`src/rtl/nbcd_pkg.sv`:
```
// Shared types, codes and widths of the NAND bus command decoder.
// No dependencies; the RTL files refer to this package by scoped names and the testbench imports it.
`timescale 1ns / 1ps

package nbcd_pkg;

  localparam int unsigned IO_W         = 8;
  localparam int unsigned PAGE_BYTES_W = 13;
  localparam int unsigned PPB_W        = 9;
  localparam int unsigned ADDR_W       = 27;
  localparam int unsigned COUNT_W      = 12;
  localparam int unsigned NUM_ADDR_BYTES = 5;
  localparam int unsigned SLOT_W       = 3;
  localparam int unsigned PROD1_W      = 18;
  localparam int unsigned PROD2_W      = 32;

  localparam int unsigned FIFO_DEPTH = 4;
  localparam int unsigned FIFO_AW    = $clog2(FIFO_DEPTH);
  localparam int unsigned FIFO_CW    = $clog2(FIFO_DEPTH + 1);

  localparam logic [PAGE_BYTES_W-1:0] PAGE_BYTES_RST = 13'd2112;
  localparam logic [PPB_W-1:0]        PPB_RST        = 9'd64;
  localparam logic [COUNT_W-1:0]      COUNT_MAX      = 12'd4095;

  localparam logic [IO_W-1:0] OP_RESET           = 8'hFF;
  localparam logic [IO_W-1:0] OP_READ_ID         = 8'h90;
  localparam logic [IO_W-1:0] OP_ERASE           = 8'h60;
  localparam logic [IO_W-1:0] OP_PROGRAM         = 8'h80;
  localparam logic [IO_W-1:0] OP_ERASE_CONFIRM   = 8'hD0;
  localparam logic [IO_W-1:0] OP_PROGRAM_CONFIRM = 8'h10;
  localparam logic [IO_W-1:0] ID_DUMMY_ADDR      = 8'h00;

  typedef enum logic [0:0] {
    CFG_PAGE_BYTES      = 1'd0,
    CFG_PAGES_PER_BLOCK = 1'd1
  } cfg_idx_e;

  // Pin event recognized by the front end.
  typedef enum logic [1:0] {
    CYC_WE_RISE = 2'd0,
    CYC_WE_FALL = 2'd1,
    CYC_RE_RISE = 2'd2
  } cyc_kind_e;

  typedef struct packed {
    cyc_kind_e       kind;
    logic [IO_W-1:0] io;
    logic            cle;
    logic            ale;
  } cyc_t;

  typedef struct packed {
    logic [PAGE_BYTES_W-1:0] page_bytes;
    logic [PPB_W-1:0]        pages_per_block;
  } cfg_t;

  typedef enum logic [2:0] {
    MODE_IDLE          = 3'd0,
    MODE_ID_ADDR       = 3'd1,
    MODE_ID_DATA       = 3'd2,
    MODE_ERASE_ADDR    = 3'd3,
    MODE_ERASE_CONFIRM = 3'd4,
    MODE_PROG_ADDR     = 3'd5,
    MODE_PROG_DATA     = 3'd6
  } mode_e;

  typedef enum logic [2:0] {
    EV_COMMAND    = 3'd0,
    EV_ERASE_ADDR = 3'd1,
    EV_PROG_ADDR  = 3'd2,
    EV_DATA       = 3'd3,
    EV_PROG_DONE  = 3'd4,
    EV_ID         = 3'd5,
    EV_ERROR      = 3'd6,
    EV_UNKNOWN    = 3'd7
  } event_e;

  typedef enum logic [1:0] {
    CALC_IDLE = 2'd0,
    CALC_MUL1 = 2'd1,
    CALC_MUL2 = 2'd2
  } calc_e;

endpackage

```
`src/rtl/nand_bus_command_decoder_core.sv`:
```
// Top level of the NAND bus command decoder: configuration registers and the
// front end / queue / back end chain. Depends on nbcd_pkg, nbcd_front,
// nbcd_fifo and nbcd_back.
`timescale 1ns / 1ps

// Decodes a stream of sampled NAND bus pins, one sample per transfer on the
// slave side. The front end takes a sample every clock while the four-entry
// event queue has room; it keeps the previous WE/RE levels and queues only
// samples that carry a WE rising edge, a WE falling edge or an RE rising edge
// with WE high. The back end runs the command state machine at one queued
// event per clock while no address multiply is running and the result
// register is free. The last address cycle of ERASE BLOCK or PROGRAM PAGE
// runs through the two registered multiply stages of the linear address
// ((block * pages_per_block + page) * page_bytes + column, saturating at
// 2^27-1). Each result is one master-side transfer: tuser carries the event
// code, tdata the value, address and byte count. Write page_bytes and
// pages_per_block only while no bus cycle is being decoded.

module nand_bus_command_decoder_core (
  input  logic        clk_i,
  input  logic        rst_ni,

  input  logic        cfg_we_i,
  input  logic [0:0]  cfg_idx_i,
  input  logic [12:0] cfg_wdata_i,

  input  logic        s_axis_tvalid,
  output logic        s_axis_tready,
  // [7:0] io, [8] cle, [9] ale, [10] we, [11] re, [15:12] zero
  input  logic [15:0] s_axis_tdata,

  output logic        m_axis_tvalid,
  input  logic        m_axis_tready,
  // [7:0] value, [34:8] flash_address, [46:35] byte_count, [47] zero
  output logic [47:0] m_axis_tdata,
  // [2:0] event_res
  output logic [2:0]  m_axis_tuser
);

  logic [nbcd_pkg::PAGE_BYTES_W-1:0] page_bytes_q;
  logic [nbcd_pkg::PPB_W-1:0]        ppb_q;
  nbcd_pkg::cfg_t                    cfg;

  logic           push, fifo_full, fifo_empty, pop;
  nbcd_pkg::cyc_t push_data, head;

  nbcd_pkg::event_e                 ev;
  logic [nbcd_pkg::IO_W-1:0]        value;
  logic [nbcd_pkg::ADDR_W-1:0]      addr;
  logic [nbcd_pkg::COUNT_W-1:0]     count;

  // Configuration registers: writes to an index with no register are dropped.
  always_ff @(posedge clk_i or negedge rst_ni) begin
    if (!rst_ni) begin
      page_bytes_q <= nbcd_pkg::PAGE_BYTES_RST;
      ppb_q        <= nbcd_pkg::PPB_RST;
    end else if (cfg_we_i) begin
      case (cfg_idx_i)
        nbcd_pkg::CFG_PAGE_BYTES:      page_bytes_q <= cfg_wdata_i;
        nbcd_pkg::CFG_PAGES_PER_BLOCK: ppb_q <= cfg_wdata_i[nbcd_pkg::PPB_W-1:0];
        default: ;
      endcase
    end
  end

  assign cfg.page_bytes      = page_bytes_q;
  assign cfg.pages_per_block = ppb_q;

  // Edge detection and classification of the pin samples.
  nbcd_front u_front (
    .clk_i       (clk_i),
    .rst_ni      (rst_ni),
    .valid_i     (s_axis_tvalid),
    .ready_o     (s_axis_tready),
    .io_i        (s_axis_tdata[7:0]),
    .cle_i       (s_axis_tdata[8]),
    .ale_i       (s_axis_tdata[9]),
    .we_i        (s_axis_tdata[10]),
    .re_i        (s_axis_tdata[11]),
    .full_i      (fifo_full),
    .push_o      (push),
    .push_data_o (push_data)
  );

  // Hold queued bus events while the back end is busy or stalled.
  nbcd_fifo u_fifo (
    .clk_i       (clk_i),
    .rst_ni      (rst_ni),
    .push_i      (push),
    .push_data_i (push_data),
    .pop_i       (pop),
    .head_o      (head),
    .empty_o     (fifo_empty),
    .full_o      (fifo_full)
  );

  // Command decode, address arithmetic and the result register.
  nbcd_back u_back (
    .clk_i   (clk_i),
    .rst_ni  (rst_ni),
    .cfg_i   (cfg),
    .head_i  (head),
    .empty_i (fifo_empty),
    .pop_o   (pop),
    .valid_o (m_axis_tvalid),
    .ready_i (m_axis_tready),
    .event_o (ev),
    .value_o (value),
    .addr_o  (addr),
    .count_o (count)
  );

  assign m_axis_tuser = ev;
  assign m_axis_tdata = {1'b0, count, addr, value};

endmodule

```
`src/rtl/nbcd_front.sv`:
```
// Front end: WE/RE edge detection on the pin sample stream.
// Depends on nbcd_pkg; pushes classified bus events into nbcd_fifo.
`timescale 1ns / 1ps

module nbcd_front (
  input  logic                     clk_i,
  input  logic                     rst_ni,
  input  logic                     valid_i,
  output logic                     ready_o,
  input  logic [nbcd_pkg::IO_W-1:0] io_i,
  input  logic                     cle_i,
  input  logic                     ale_i,
  input  logic                     we_i,
  input  logic                     re_i,
  input  logic                     full_i,
  output logic                     push_o,
  output nbcd_pkg::cyc_t           push_data_o
);

  logic last_we_q, last_we_d;
  logic last_re_q, last_re_d;
  logic accept;
  logic we_rise, we_fall, re_rise;

  assign ready_o = !full_i;
  assign accept  = valid_i && !full_i;

  assign we_rise = we_i && !last_we_q;
  assign we_fall = !we_i && last_we_q;
  assign re_rise = re_i && !last_re_q;

  always_comb begin
    last_we_d = last_we_q;
    last_re_d = last_re_q;
    if (accept) begin
      last_we_d = we_i;
      last_re_d = re_i;
    end
  end

  always_ff @(posedge clk_i or negedge rst_ni) begin
    if (!rst_ni) begin
      last_we_q <= 1'b1;
      last_re_q <= 1'b1;
    end else begin
      last_we_q <= last_we_d;
      last_re_q <= last_re_d;
    end
  end

  // A WE rise wins over everything; a WE fall ends a read-ID phase; an RE rise
  // only matters while WE stays high. Samples with no such edge are dropped.
  always_comb begin
    push_data_o.io  = io_i;
    push_data_o.cle = cle_i;
    push_data_o.ale = ale_i;
    push_data_o.kind = nbcd_pkg::CYC_RE_RISE;
    push_o = 1'b0;
    if (we_rise) begin
      push_data_o.kind = nbcd_pkg::CYC_WE_RISE;
      push_o = accept;
    end else if (we_fall) begin
      push_data_o.kind = nbcd_pkg::CYC_WE_FALL;
      push_o = accept;
    end else if (re_rise && we_i) begin
      push_data_o.kind = nbcd_pkg::CYC_RE_RISE;
      push_o = accept;
    end
  end

endmodule

```
`src/rtl/nbcd_fifo.sv`:
```
// Short queue of decoded bus events between front end and back end.
// Depends on nbcd_pkg for the entry type and depth.
`timescale 1ns / 1ps

module nbcd_fifo (
  input  logic           clk_i,
  input  logic           rst_ni,
  input  logic           push_i,
  input  nbcd_pkg::cyc_t push_data_i,
  input  logic           pop_i,
  output nbcd_pkg::cyc_t head_o,
  output logic           empty_o,
  output logic           full_o
);

  nbcd_pkg::cyc_t mem_q [nbcd_pkg::FIFO_DEPTH];
  logic [nbcd_pkg::FIFO_AW-1:0] wr_ptr_q, wr_ptr_d;
  logic [nbcd_pkg::FIFO_AW-1:0] rd_ptr_q, rd_ptr_d;
  logic [nbcd_pkg::FIFO_CW-1:0] count_q, count_d;
  logic do_push, do_pop;

  assign empty_o = (count_q == '0);
  assign full_o  = (count_q == nbcd_pkg::FIFO_CW'(nbcd_pkg::FIFO_DEPTH));
  assign do_push = push_i && !full_o;
  assign do_pop  = pop_i && !empty_o;
  assign head_o  = mem_q[rd_ptr_q];

  always_comb begin
    wr_ptr_d = wr_ptr_q;
    rd_ptr_d = rd_ptr_q;
    count_d  = count_q;
    if (do_push) begin
      wr_ptr_d = wr_ptr_q + nbcd_pkg::FIFO_AW'(1);
    end
    if (do_pop) begin
      rd_ptr_d = rd_ptr_q + nbcd_pkg::FIFO_AW'(1);
    end
    if (do_push && !do_pop) begin
      count_d = count_q + nbcd_pkg::FIFO_CW'(1);
    end else if (!do_push && do_pop) begin
      count_d = count_q - nbcd_pkg::FIFO_CW'(1);
    end
  end

  always_ff @(posedge clk_i or negedge rst_ni) begin
    if (!rst_ni) begin
      wr_ptr_q <= '0;
      rd_ptr_q <= '0;
      count_q  <= '0;
    end else begin
      wr_ptr_q <= wr_ptr_d;
      rd_ptr_q <= rd_ptr_d;
      count_q  <= count_d;
    end
  end

  always_ff @(posedge clk_i) begin
    if (do_push) begin
      mem_q[wr_ptr_q] <= push_data_i;
    end
  end

endmodule

```
`src/rtl/nbcd_back.sv`:
```
// Back end: command decode state machine, address multiply pipeline and
// output register. Depends on nbcd_pkg; consumes entries from nbcd_fifo.
`timescale 1ns / 1ps

module nbcd_back (
  input  logic                          clk_i,
  input  logic                          rst_ni,
  input  nbcd_pkg::cfg_t                cfg_i,
  input  nbcd_pkg::cyc_t                head_i,
  input  logic                          empty_i,
  output logic                          pop_o,
  output logic                          valid_o,
  input  logic                          ready_i,
  output nbcd_pkg::event_e              event_o,
  output logic [nbcd_pkg::IO_W-1:0]     value_o,
  output logic [nbcd_pkg::ADDR_W-1:0]   addr_o,
  output logic [nbcd_pkg::COUNT_W-1:0]  count_o
);

  nbcd_pkg::mode_e mode_q, mode_d, mode_v;
  nbcd_pkg::calc_e calc_q, calc_d;
  logic calc_col_q, calc_col_d;
  logic skip_q, skip_d;
  logic [nbcd_pkg::SLOT_W-1:0]  acc_q, acc_d, acc_inc, slot;
  logic [nbcd_pkg::COUNT_W-1:0] dcount_q, dcount_d, dcount_inc;
  logic [nbcd_pkg::IO_W-1:0]    abyte_q [nbcd_pkg::NUM_ADDR_BYTES];
  logic                         abyte_we;
  logic [nbcd_pkg::PROD1_W-1:0] prod1_q;
  logic [nbcd_pkg::PROD2_W-1:0] prod2;
  logic [nbcd_pkg::PPB_W-1:0]   blk;
  logic [5:0]                   page;
  logic [11:0]                  column;
  logic [nbcd_pkg::ADDR_W-1:0]  addr_sat;
  logic out_free, decode_en;

  logic                         res_fire;
  nbcd_pkg::event_e             res_ev;
  logic [nbcd_pkg::COUNT_W-1:0] res_cnt;

  assign out_free  = !valid_o || ready_i;
  assign pop_o     = !empty_i && (calc_q == nbcd_pkg::CALC_IDLE) && out_free;
  assign decode_en = pop_o && (head_i.kind == nbcd_pkg::CYC_WE_RISE) && !skip_q;

  // Any WE edge leaves the read-ID phase before the cycle itself is decoded.
  assign mode_v = (mode_q == nbcd_pkg::MODE_ID_DATA && head_i.kind != nbcd_pkg::CYC_RE_RISE)
                  ? nbcd_pkg::MODE_IDLE : mode_q;

  assign acc_inc    = acc_q + nbcd_pkg::SLOT_W'(1);
  assign slot       = (mode_v == nbcd_pkg::MODE_ERASE_ADDR)
                      ? acc_q + nbcd_pkg::SLOT_W'(2) : acc_q;
  assign dcount_inc = (dcount_q == nbcd_pkg::COUNT_MAX)
                      ? dcount_q : dcount_q + nbcd_pkg::COUNT_W'(1);

  // Next state
  always_comb begin
    mode_d     = mode_q;
    calc_d     = calc_q;
    calc_col_d = calc_col_q;
    skip_d     = skip_q;
    acc_d      = acc_q;
    dcount_d   = dcount_q;
    abyte_we   = 1'b0;
    if (pop_o) begin
      mode_d = mode_v;
      if (head_i.kind == nbcd_pkg::CYC_WE_RISE && skip_q) begin
        skip_d = 1'b0;
      end
    end
    if (decode_en) begin
      case (mode_v)
        nbcd_pkg::MODE_IDLE: begin
          if (head_i.cle) begin
            case (head_i.io)
              nbcd_pkg::OP_READ_ID: mode_d = nbcd_pkg::MODE_ID_ADDR;
              nbcd_pkg::OP_ERASE: begin
                mode_d = nbcd_pkg::MODE_ERASE_ADDR;
                acc_d  = '0;
              end
              nbcd_pkg::OP_PROGRAM: begin
                mode_d = nbcd_pkg::MODE_PROG_ADDR;
                acc_d  = '0;
              end
              default: mode_d = nbcd_pkg::MODE_IDLE;
            endcase
          end
        end
        nbcd_pkg::MODE_ID_ADDR: begin
          mode_d = (head_i.ale && head_i.io == nbcd_pkg::ID_DUMMY_ADDR)
                   ? nbcd_pkg::MODE_ID_DATA : nbcd_pkg::MODE_IDLE;
        end
        nbcd_pkg::MODE_ERASE_ADDR: begin
          if (!head_i.ale) begin
            mode_d = nbcd_pkg::MODE_IDLE;
          end else begin
            abyte_we = 1'b1;
            acc_d    = acc_inc;
            if (acc_inc >= nbcd_pkg::SLOT_W'(3)) begin
              mode_d     = nbcd_pkg::MODE_ERASE_CONFIRM;
              calc_d     = nbcd_pkg::CALC_MUL1;
              calc_col_d = 1'b0;
            end
          end
        end
        nbcd_pkg::MODE_ERASE_CONFIRM: begin
          mode_d = nbcd_pkg::MODE_IDLE;
          if (head_i.cle && head_i.io == nbcd_pkg::OP_ERASE_CONFIRM) begin
            skip_d = 1'b1;
          end
        end
        nbcd_pkg::MODE_PROG_ADDR: begin
          if (!head_i.ale) begin
            mode_d = nbcd_pkg::MODE_IDLE;
          end else begin
            abyte_we = 1'b1;
            acc_d    = acc_inc;
            if (acc_inc >= nbcd_pkg::SLOT_W'(nbcd_pkg::NUM_ADDR_BYTES)) begin
              mode_d     = nbcd_pkg::MODE_PROG_DATA;
              dcount_d   = '0;
              calc_d     = nbcd_pkg::CALC_MUL1;
              calc_col_d = 1'b1;
            end
          end
        end
        nbcd_pkg::MODE_PROG_DATA: begin
          if (!head_i.cle) begin
            dcount_d = dcount_inc;
          end else begin
            mode_d = nbcd_pkg::MODE_IDLE;
            if (head_i.io == nbcd_pkg::OP_PROGRAM_CONFIRM) begin
              skip_d = 1'b1;
            end
          end
        end
        default: mode_d = nbcd_pkg::MODE_IDLE;
      endcase
    end
    case (calc_q)
      nbcd_pkg::CALC_MUL1: calc_d = nbcd_pkg::CALC_MUL2;
      nbcd_pkg::CALC_MUL2: begin
        if (out_free) begin
          calc_d = nbcd_pkg::CALC_IDLE;
        end
      end
      default: ;
    endcase
  end

  // Decode result
  always_comb begin
    res_fire = 1'b0;
    res_ev   = nbcd_pkg::EV_ERROR;
    res_cnt  = '0;
    if (decode_en) begin
      case (mode_v)
        nbcd_pkg::MODE_IDLE: begin
          if (head_i.cle) begin
            res_fire = 1'b1;
            case (head_i.io)
              nbcd_pkg::OP_RESET, nbcd_pkg::OP_READ_ID,
              nbcd_pkg::OP_ERASE, nbcd_pkg::OP_PROGRAM: res_ev = nbcd_pkg::EV_COMMAND;
              default: res_ev = nbcd_pkg::EV_UNKNOWN;
            endcase
          end
        end
        nbcd_pkg::MODE_ID_ADDR: begin
          res_fire = !(head_i.ale && head_i.io == nbcd_pkg::ID_DUMMY_ADDR);
        end
        nbcd_pkg::MODE_ERASE_ADDR, nbcd_pkg::MODE_PROG_ADDR: begin
          res_fire = !head_i.ale;
        end
        nbcd_pkg::MODE_ERASE_CONFIRM: begin
          res_fire = 1'b1;
          if (head_i.cle && head_i.io == nbcd_pkg::OP_ERASE_CONFIRM) begin
            res_ev = nbcd_pkg::EV_COMMAND;
          end
        end
        nbcd_pkg::MODE_PROG_DATA: begin
          res_fire = 1'b1;
          if (!head_i.cle) begin
            res_ev  = nbcd_pkg::EV_DATA;
            res_cnt = dcount_inc;
          end else if (head_i.io == nbcd_pkg::OP_PROGRAM_CONFIRM) begin
            res_ev  = nbcd_pkg::EV_PROG_DONE;
            res_cnt = dcount_q;
          end
        end
        default: res_fire = 1'b0;
      endcase
    end else if (pop_o && head_i.kind == nbcd_pkg::CYC_RE_RISE
                 && mode_q == nbcd_pkg::MODE_ID_DATA) begin
      res_fire = 1'b1;
      res_ev   = nbcd_pkg::EV_ID;
    end
  end

  // Address: ((block * pages_per_block + page) * page_bytes + column),
  // one multiply per stage.
  assign blk    = {abyte_q[4][0], abyte_q[3]};
  assign page   = abyte_q[2][5:0];
  assign column = calc_col_q ? {abyte_q[1][3:0], abyte_q[0]} : 12'd0;
  assign prod2  = nbcd_pkg::PROD2_W'(prod1_q) * nbcd_pkg::PROD2_W'(cfg_i.page_bytes)
                + nbcd_pkg::PROD2_W'(column);
  assign addr_sat = (prod2[nbcd_pkg::PROD2_W-1:nbcd_pkg::ADDR_W] != '0)
                    ? '1 : prod2[nbcd_pkg::ADDR_W-1:0];

  always_ff @(posedge clk_i) begin
    if (abyte_we && slot < nbcd_pkg::SLOT_W'(nbcd_pkg::NUM_ADDR_BYTES)) begin
      abyte_q[slot] <= head_i.io;
    end
    if (calc_q == nbcd_pkg::CALC_MUL1) begin
      prod1_q <= nbcd_pkg::PROD1_W'(blk) * nbcd_pkg::PROD1_W'(cfg_i.pages_per_block)
               + nbcd_pkg::PROD1_W'(page);
    end
  end

  always_ff @(posedge clk_i or negedge rst_ni) begin
    if (!rst_ni) begin
      mode_q     <= nbcd_pkg::MODE_IDLE;
      calc_q     <= nbcd_pkg::CALC_IDLE;
      calc_col_q <= 1'b0;
      skip_q     <= 1'b0;
      acc_q      <= '0;
      dcount_q   <= '0;
    end else begin
      mode_q     <= mode_d;
      calc_q     <= calc_d;
      calc_col_q <= calc_col_d;
      skip_q     <= skip_d;
      acc_q      <= acc_d;
      dcount_q   <= dcount_d;
    end
  end

  always_ff @(posedge clk_i or negedge rst_ni) begin
    if (!rst_ni) begin
      valid_o <= 1'b0;
    end else if (calc_q == nbcd_pkg::CALC_MUL2 && out_free) begin
      valid_o <= 1'b1;
    end else if (res_fire) begin
      valid_o <= 1'b1;
    end else if (ready_i) begin
      valid_o <= 1'b0;
    end
  end

  always_ff @(posedge clk_i) begin
    if (calc_q == nbcd_pkg::CALC_MUL2 && out_free) begin
      event_o <= calc_col_q ? nbcd_pkg::EV_PROG_ADDR : nbcd_pkg::EV_ERASE_ADDR;
      value_o <= '0;
      addr_o  <= addr_sat;
      count_o <= '0;
    end else if (res_fire) begin
      event_o <= res_ev;
      value_o <= head_i.io;
      addr_o  <= '0;
      count_o <= res_cnt;
    end
  end

endmodule

```
`config.mk`:
```
export PLATFORM = sky130hd
export DESIGN_NAME = nand_bus_command_decoder_core
export DESIGN_NICKNAME = d
export VERILOG_FILES = /design/src/rtl/nbcd_pkg.sv /design/src/rtl/nand_bus_command_decoder_core.sv /design/src/rtl/nbcd_front.sv /design/src/rtl/nbcd_fifo.sv /design/src/rtl/nbcd_back.sv
export SDC_FILE = /design/constraint.sdc
export NUM_CORES = 1
export LEC_CHECK = 0
export BUFFER_PORTS_ARGS = -buffer_cell sky130_fd_sc_hd__buf_4
export CAP_MARGIN = 20
export CORE_MARGIN = 3
export CORE_UTILIZATION = 55
export CTS_CLUSTER_DIAMETER = 40
export CTS_CLUSTER_SIZE = 14
export DETAILED_ROUTE_END_ITERATION = 8
export GPL_ROUTABILITY_DRIVEN = 0
export PLACE_DENSITY = 0.72
export RECOVER_POWER = 25
export SYNTH_ARGS = -nofsm -noshare
export SYNTH_HDL_FRONTEND = slang
export SYNTH_SLANG_ARGS = --single-unit
```
`constraint.sdc`:
```
create_clock -name clk_i -period 19.35 [get_ports clk_i]
set_clock_uncertainty 0.05 [all_clocks]
set_input_delay 3.87 -clock clk_i [delete_from_list [all_inputs] [get_ports clk_i]]
set_output_delay 3.87 -clock clk_i [all_outputs]
set_load 0.01 [all_outputs]
```
Yosys cells after proc, flatten, opt, wreduce, memory -nomap -nowiden
Memories as Yosys holds them, arrays and structs flattened.
Cells that the tools add are included.
Storage, ports and cells
  RAM bits: 88
  memories kept: 2
  output and inout bits: 53
  bits in registers: 122
Cells by class
  reduce and logical (&&, ||, !) cells: 54
  eq/ne operators: 26
  multipliers: 2
  mux-type cells: 82
  order comparisons: 3
  $add $sub $neg: 9
  bitwise operators: 1
Memories
  u_fifo.mem_q: words 4, width 12, read ports 1, clocked after Yosys merged registers in 0, wr ports 1, line nbcd_fifo.sv:16  | nbcd_pkg::cyc_t mem_q [nbcd_pkg::FIFO_DEPTH];
  u_back.abyte_q: words 5, width 8, read ports 5, clocked after Yosys merged registers in 0, wr ports 1, line nbcd_back.sv:26  | logic [nbcd_pkg::IO_W-1:0] abyte_q [nbcd_pkg::NUM_ADDR_BYTES];
Operators with widths (number)
  $mux W12: 9
  $mux W27: 3
  $mux W3: 22
  $add A31 B12 Y32: 1
  $eq A8 B8 Y1 const B: 4
  $mul A18 B13 Y31: 1
  $mux W1: 26
  $mux W2: 12
  $pmux W12 S2: 1
  $logic_and A1 B1 Y1: 21
  $add A18 B6 Y18: 1
  $mul A9 B9 Y18: 1
  $pmux W3 S3: 2
  $pmux W3 S5: 1
  $add A12 B1 Y12 const B: 1
  $eq A12 B12 Y1 const B: 1
  $eq A3 B3 Y1 const B: 4
  $logic_not A1 Y1: 11
  $ne A2 B1 Y1 const B: 5
  $reduce_and A5 Y1: 2
  $reduce_bool A2 Y1: 5
  $eq A8 B5 Y1 const B: 1
  $eq A8 B7 Y1 const B: 1
  $logic_not A8 Y1: 1
  other kinds (26): 40

Depth between registers and ports, before layout
  depth in word-level cells: 11
  depth in mapped cells: 24
  gate-level depth less buffers: 22

Modules after synthesis
A second synthesis with hierarchy kept.
Second synthesis, totals
  cells, all modules: 1923
  area total of the unflattened synthesis: 19703.9 um^2
By module, submodules not included
  nbcd_back: cells an instance 1752, times used 1, area an instance 16429.5 um^2
  nbcd_fifo: cells an instance 99, times used 1, area an instance 2164.6 um^2
  nand_bus_command_decoder_core: cells an instance 49, times used 1, area an instance 890.9 um^2
  nbcd_front: cells an instance 23, times used 1, area an instance 219.0 um^2

Worst setup path before layout
No wires, ideal clock.
  path kind: reg-to-reg
  start point: register page_bytes_q[6] (netlist bit)
  end point: register u_back.addr_o[19] (netlist bit), data pin
  data required time: 19.026 ns
  slack: 12.157 ns
  arrival time: 6.869 ns
  buffers on the path: 3
  cell stages (with the launch flop): 23
  cell sequence: dfstp_2 > clkbuf_1 > buf_1 > nand2_1 > fa_1 > fa_1 > fa_1 > inv_1 > fa_1 > fa_1 > inv_1 > fa_1 > inv_1 > ha_1 > and3_1 > nand2_1 > or3_1 > o22ai_1 > o21ai_0 > or4b_2 > a221oi_2 > clkbuf_1 > a31oi_1
Between the ends
  word-level cells in the longest chain between the ends: 5
RTL lines
  start: declaration: line nand_bus_command_decoder_core.sv:40  | logic [nbcd_pkg::PAGE_BYTES_W-1:0] page_bytes_q;
  start signal: assignment: line nand_bus_command_decoder_core.sv:55  | page_bytes_q <= nbcd_pkg::PAGE_BYTES_RST;
  start signal: assignment: line nand_bus_command_decoder_core.sv:59  | nbcd_pkg::CFG_PAGE_BYTES: page_bytes_q <= cfg_wdata_i;
  $mul A18 B13 Y31 *: line nbcd_back.sv:201  | assign prod2 = nbcd_pkg::PROD2_W'(prod1_q) * nbcd_pkg::PROD2_W'(cfg_i.page_bytes)
  $add A31 B12 Y32 *: line nbcd_back.sv:202  | + nbcd_pkg::PROD2_W'(column);
  $reduce_bool A5 Y1: line nbcd_back.sv:203  | assign addr_sat = (prod2[nbcd_pkg::PROD2_W-1:nbcd_pkg::ADDR_W] != '0)
  $mux W27 *: line nbcd_back.sv:204  | ? '1 : prod2[nbcd_pkg::ADDR_W-1:0];
  $mux W27 *: line nbcd_back.sv:247  | if (calc_q == nbcd_pkg::CALC_MUL2 && out_free) begin
  end signal: assignment: line nbcd_back.sv:250  | addr_o <= addr_sat;
  end: declaration: line nbcd_back.sv:16  | output logic [nbcd_pkg::ADDR_W-1:0] addr_o,
Every way passes the cells marked *; elsewhere a longest branch is shown, timed or not.
A chain may end at the register's enable or synchronous reset.

Worst setup path in the final report
  start point: register page_bytes_q[4] (netlist bit)
  end point: register u_back.addr_o[5] (netlist bit), data pin
The elaborated chain is that of the path after synthesis.

==> impl_metrics.env <==
export IMPL_clkLatencyLatePin_ns=0.46
export IMPL_initial_core_util_pct=56.0
export IMPL_worstHoldStart="u_back.count_o[1]"
export IMPL_wl_per_cell_um=16.9
export IMPL_synthTopCellsByArea="fa_1 25%, edfxtp_1 19%, ha_1 11%"
export IMPL_critPathKind="register to register"
export IMPL_worst_setup_path_start_kind="register"
export IMPL_mappedNetlistArea_um2=19400
export IMPL_worstPathArrival_ns=7.59
export IMPL_drive_above_1_share_pct=8.26
export IMPL_synth_top_cells_by_count="281 x inv_1, 238 x fa_1, 231 x nand2_1"
export IMPL_hold_violations=0
export IMPL_synthArstFlopShare_pct=27.4
export IMPL_clock_path_buffers=2
export IMPL_critPathMaxFanout=27
export IMPL_htreeDepth=4
export IMPL_setup_viol=0
export IMPL_synth_nets=2352
export IMPL_r2r_start="page_bytes_q[4]"
export IMPL_synth_top_area_share_pct=24.6
export IMPL_cpLargestDelayFamily="adder cells"
export IMPL_place_hpwl_um=32100
export IMPL_final_util_pct=60.3
export IMPL_grt_pass1_vias=14100
export IMPL_yosysTopAreaCell="fa_1"
export IMPL_cp_cell_sequence="nand2_1 > fa_1 > fa_1 > fa_1 > inv_1 > fa_1 > fa_1 > inv_1 > fa_1 > inv_1 > ha_1 > and3_1 > nand2_1 > or3_1 > o22ai_1 > o21ai_0 > or4b_2 > a221oi_2 > buf_4 > a31oi_1"
export IMPL_synth_edf_count=123
export IMPL_cts_root_buf="clkbuf_16"
export IMPL_drtPass1Iterations=5
export IMPL_synth_main_ff_cell="edfxtp_1"
export IMPL_area_delta_synth_final_pct=7.69
export IMPL_worst_pin_slew_ns=3.34
export IMPL_die_area_um2=37600
export IMPL_cts_tree="built"
export IMPL_synth_top_family_by_area="adder cells"
export IMPL_postCtsSetupBuffers=0
export IMPL_yosysMostFrequentCell="inv_1"
export IMPL_vias=13400
export IMPL_cts_sinks=197
export IMPL_cp_common_cell="fa_1"
export IMPL_ant_nets=0
export IMPL_port_buffers=82
export IMPL_antenna_found_initial=0
export IMPL_synth_fa_ha_area_share_pct=35.9
export IMPL_synthCells=1904
export IMPL_fp_dieH_um=194
export IMPL_seq_area_frac_synth_pct=28.1
export IMPL_ys_types=73
export IMPL_vias_per_cell=5.60
export IMPL_ios=88
export IMPL_drc=0
export IMPL_worst_path_buf_inv=4
export IMPL_synth_compound_area_share_pct=8.47
export IMPL_worstPathRequired_ns=19.50
export IMPL_violations="max-capacitance violations, max-slew violations"
export IMPL_synth_mux_area_share_pct=3.47
export IMPL_status="complete, but fails checks"
export IMPL_relSlewSlack_pct=-123
export IMPL_max_stage_delay_ns=0.76
export IMPL_slew_violations=55
export IMPL_cts_resized=0
export IMPL_min_path_type="register to register"
export IMPL_fin_crit_ns=7.44
export IMPL_core_area_um2=34600
export IMPL_cts_buffers_inserted=17
export IMPL_grt_pass1_wl_um=68500
export IMPL_synthXorXnorAreaFrac_pct=2.17
export IMPL_yosysWarnings=0
export IMPL_num_rows=68
export IMPL_rsz0062_at_grt="false"
export IMPL_grt_max_degree=55
export IMPL_end_kind="register"
export IMPL_maxCapViolCount=1
export IMPL_diodes=0
export IMPL_dr_first_iter_drc_count=698
export IMPL_cp_startpoint="page_bytes_q[4]"
export IMPL_ys_seq_elements=197
export IMPL_post_route_period_util_pct=38.4
export IMPL_fp_dieW_um=194
export IMPL_nNetsFinal=2372
export IMPL_clk_pin_slew_ns=0.08
export IMPL_avgSynthCellArea_um2=10.2
export IMPL_cp_slowest_cell="dfrtp_1"
export IMPL_timing_hold_ws_ns=0.421
export IMPL_max_freq_mhz=134
export IMPL_overflow=0
export IMPL_wirelength_um=40400
export IMPL_setup_tns_ns=0
export IMPL_hold_buffers=0
export IMPL_synth_simple_area_share_pct=14.5
export IMPL_grtUsageTotal_pct=22.2
==> final cells by class <==
class                           instances  area, µm²
Sequential cell                       197       5450
Tap cell                              455        569
Fill cell                            2852      13700
Clock buffer                           17        425
Timing Repair Buffer                   92        666
Multi-Input combinational cell       1335      12500
Inverter                              281       1050
Clock inverter                         15        206
==> cells by family after synthesis <==
logic type      count (synthesis)
compound gates                255
xor+xnor                       48
fa+ha+maj                     414
buf+inv                       372
flops                         197
mux                            50
other cells                     1
simple gates                  567
==> worst reg2reg max path, stage by stage (launching register included) <==
cell      delay [ns]
dfrtp_1         0.76
nand2_1         0.18
fa_1            0.60
fa_1            0.47
fa_1            0.55
inv_1           0.05
fa_1            0.46
fa_1            0.51
inv_1           0.05
fa_1            0.47
inv_1           0.04
ha_1            0.32
and3_1          0.22
nand2_1         0.14
or3_1           0.37
o22ai_1         0.26
o21ai_0         0.25
or4b_2          0.72
a221oi_2        0.23
buf_4           0.32
a31oi_1         0.16
==> metal layers <==
metal	share of wire, %	vias to the layer above	wire length [µm]	track usage [%]
met5	0	-	0	0
met4	2.3	0	937	7.02
li1	-	6283	-	-
met1	43	6695	17300	28.0
met3	4.8	71	1920	3.72
met2	50	339	20300	39.5
==> sequential cells by signal (all words and copies together) (netlist names), 8 cells and up <==
signal           cells
u_back.dcount_q     12
u_back.addr_o       27
u_back.count_o      12
u_back.value_o       8
ppb_q                9
u_back.abyte_q      27
u_fifo.mem_q        48
u_back.prod1_q      18
page_bytes_q        13
==> cell usage in the layout (no fill, tap or decap), types with 17 or more instances in the layout <==
master,n
edfxtp_1,123
fa_1,238
dfrtp_1,49
inv_1,281
clkbuf_16,17
xnor2_1,32
o21ai_0,58
nand2_1,231
nor2_1,63
a21o_1,20
nor3_1,20
and2_1,163
a21oi_1,59
ha_1,175
buf_4,77
a31oi_1,30
dfxtp_1,20
mux2_2,25
==> worst paths after layout <==
kind | cells past startpoint | to | slack [ns]
setup / recovery | 20 | u_back.addr_o[5] | 11.91
setup reg to reg | 20 | u_back.addr_o[5] | 11.91
hold reg to reg | 1 | u_back.count_o[1] | 0.42
min in group asynchronous | 1 | ppb_q[2] | 4.48
max in group asynchronous | 1 | page_bytes_q[12] | 12.90
hold / removal | 1 | u_back.count_o[1] | 0.42
==> stage by stage <==
step,instance area (µm²),setup slack (ns),cells
6_report,20900,11.91,2392
5_1_grt,20900,11.64,2392
4_1_cts,20900,11.93,2391
3_5_place_dp,20300,11.98,2359
3_3_place_gp,20300,12.08,2358
2_1_floorplan,19400,12.16,1904
Power is left out: the tool's default activity adds up to more than one toggle a clock period on the data nets, which glitch-free logic cannot reach.
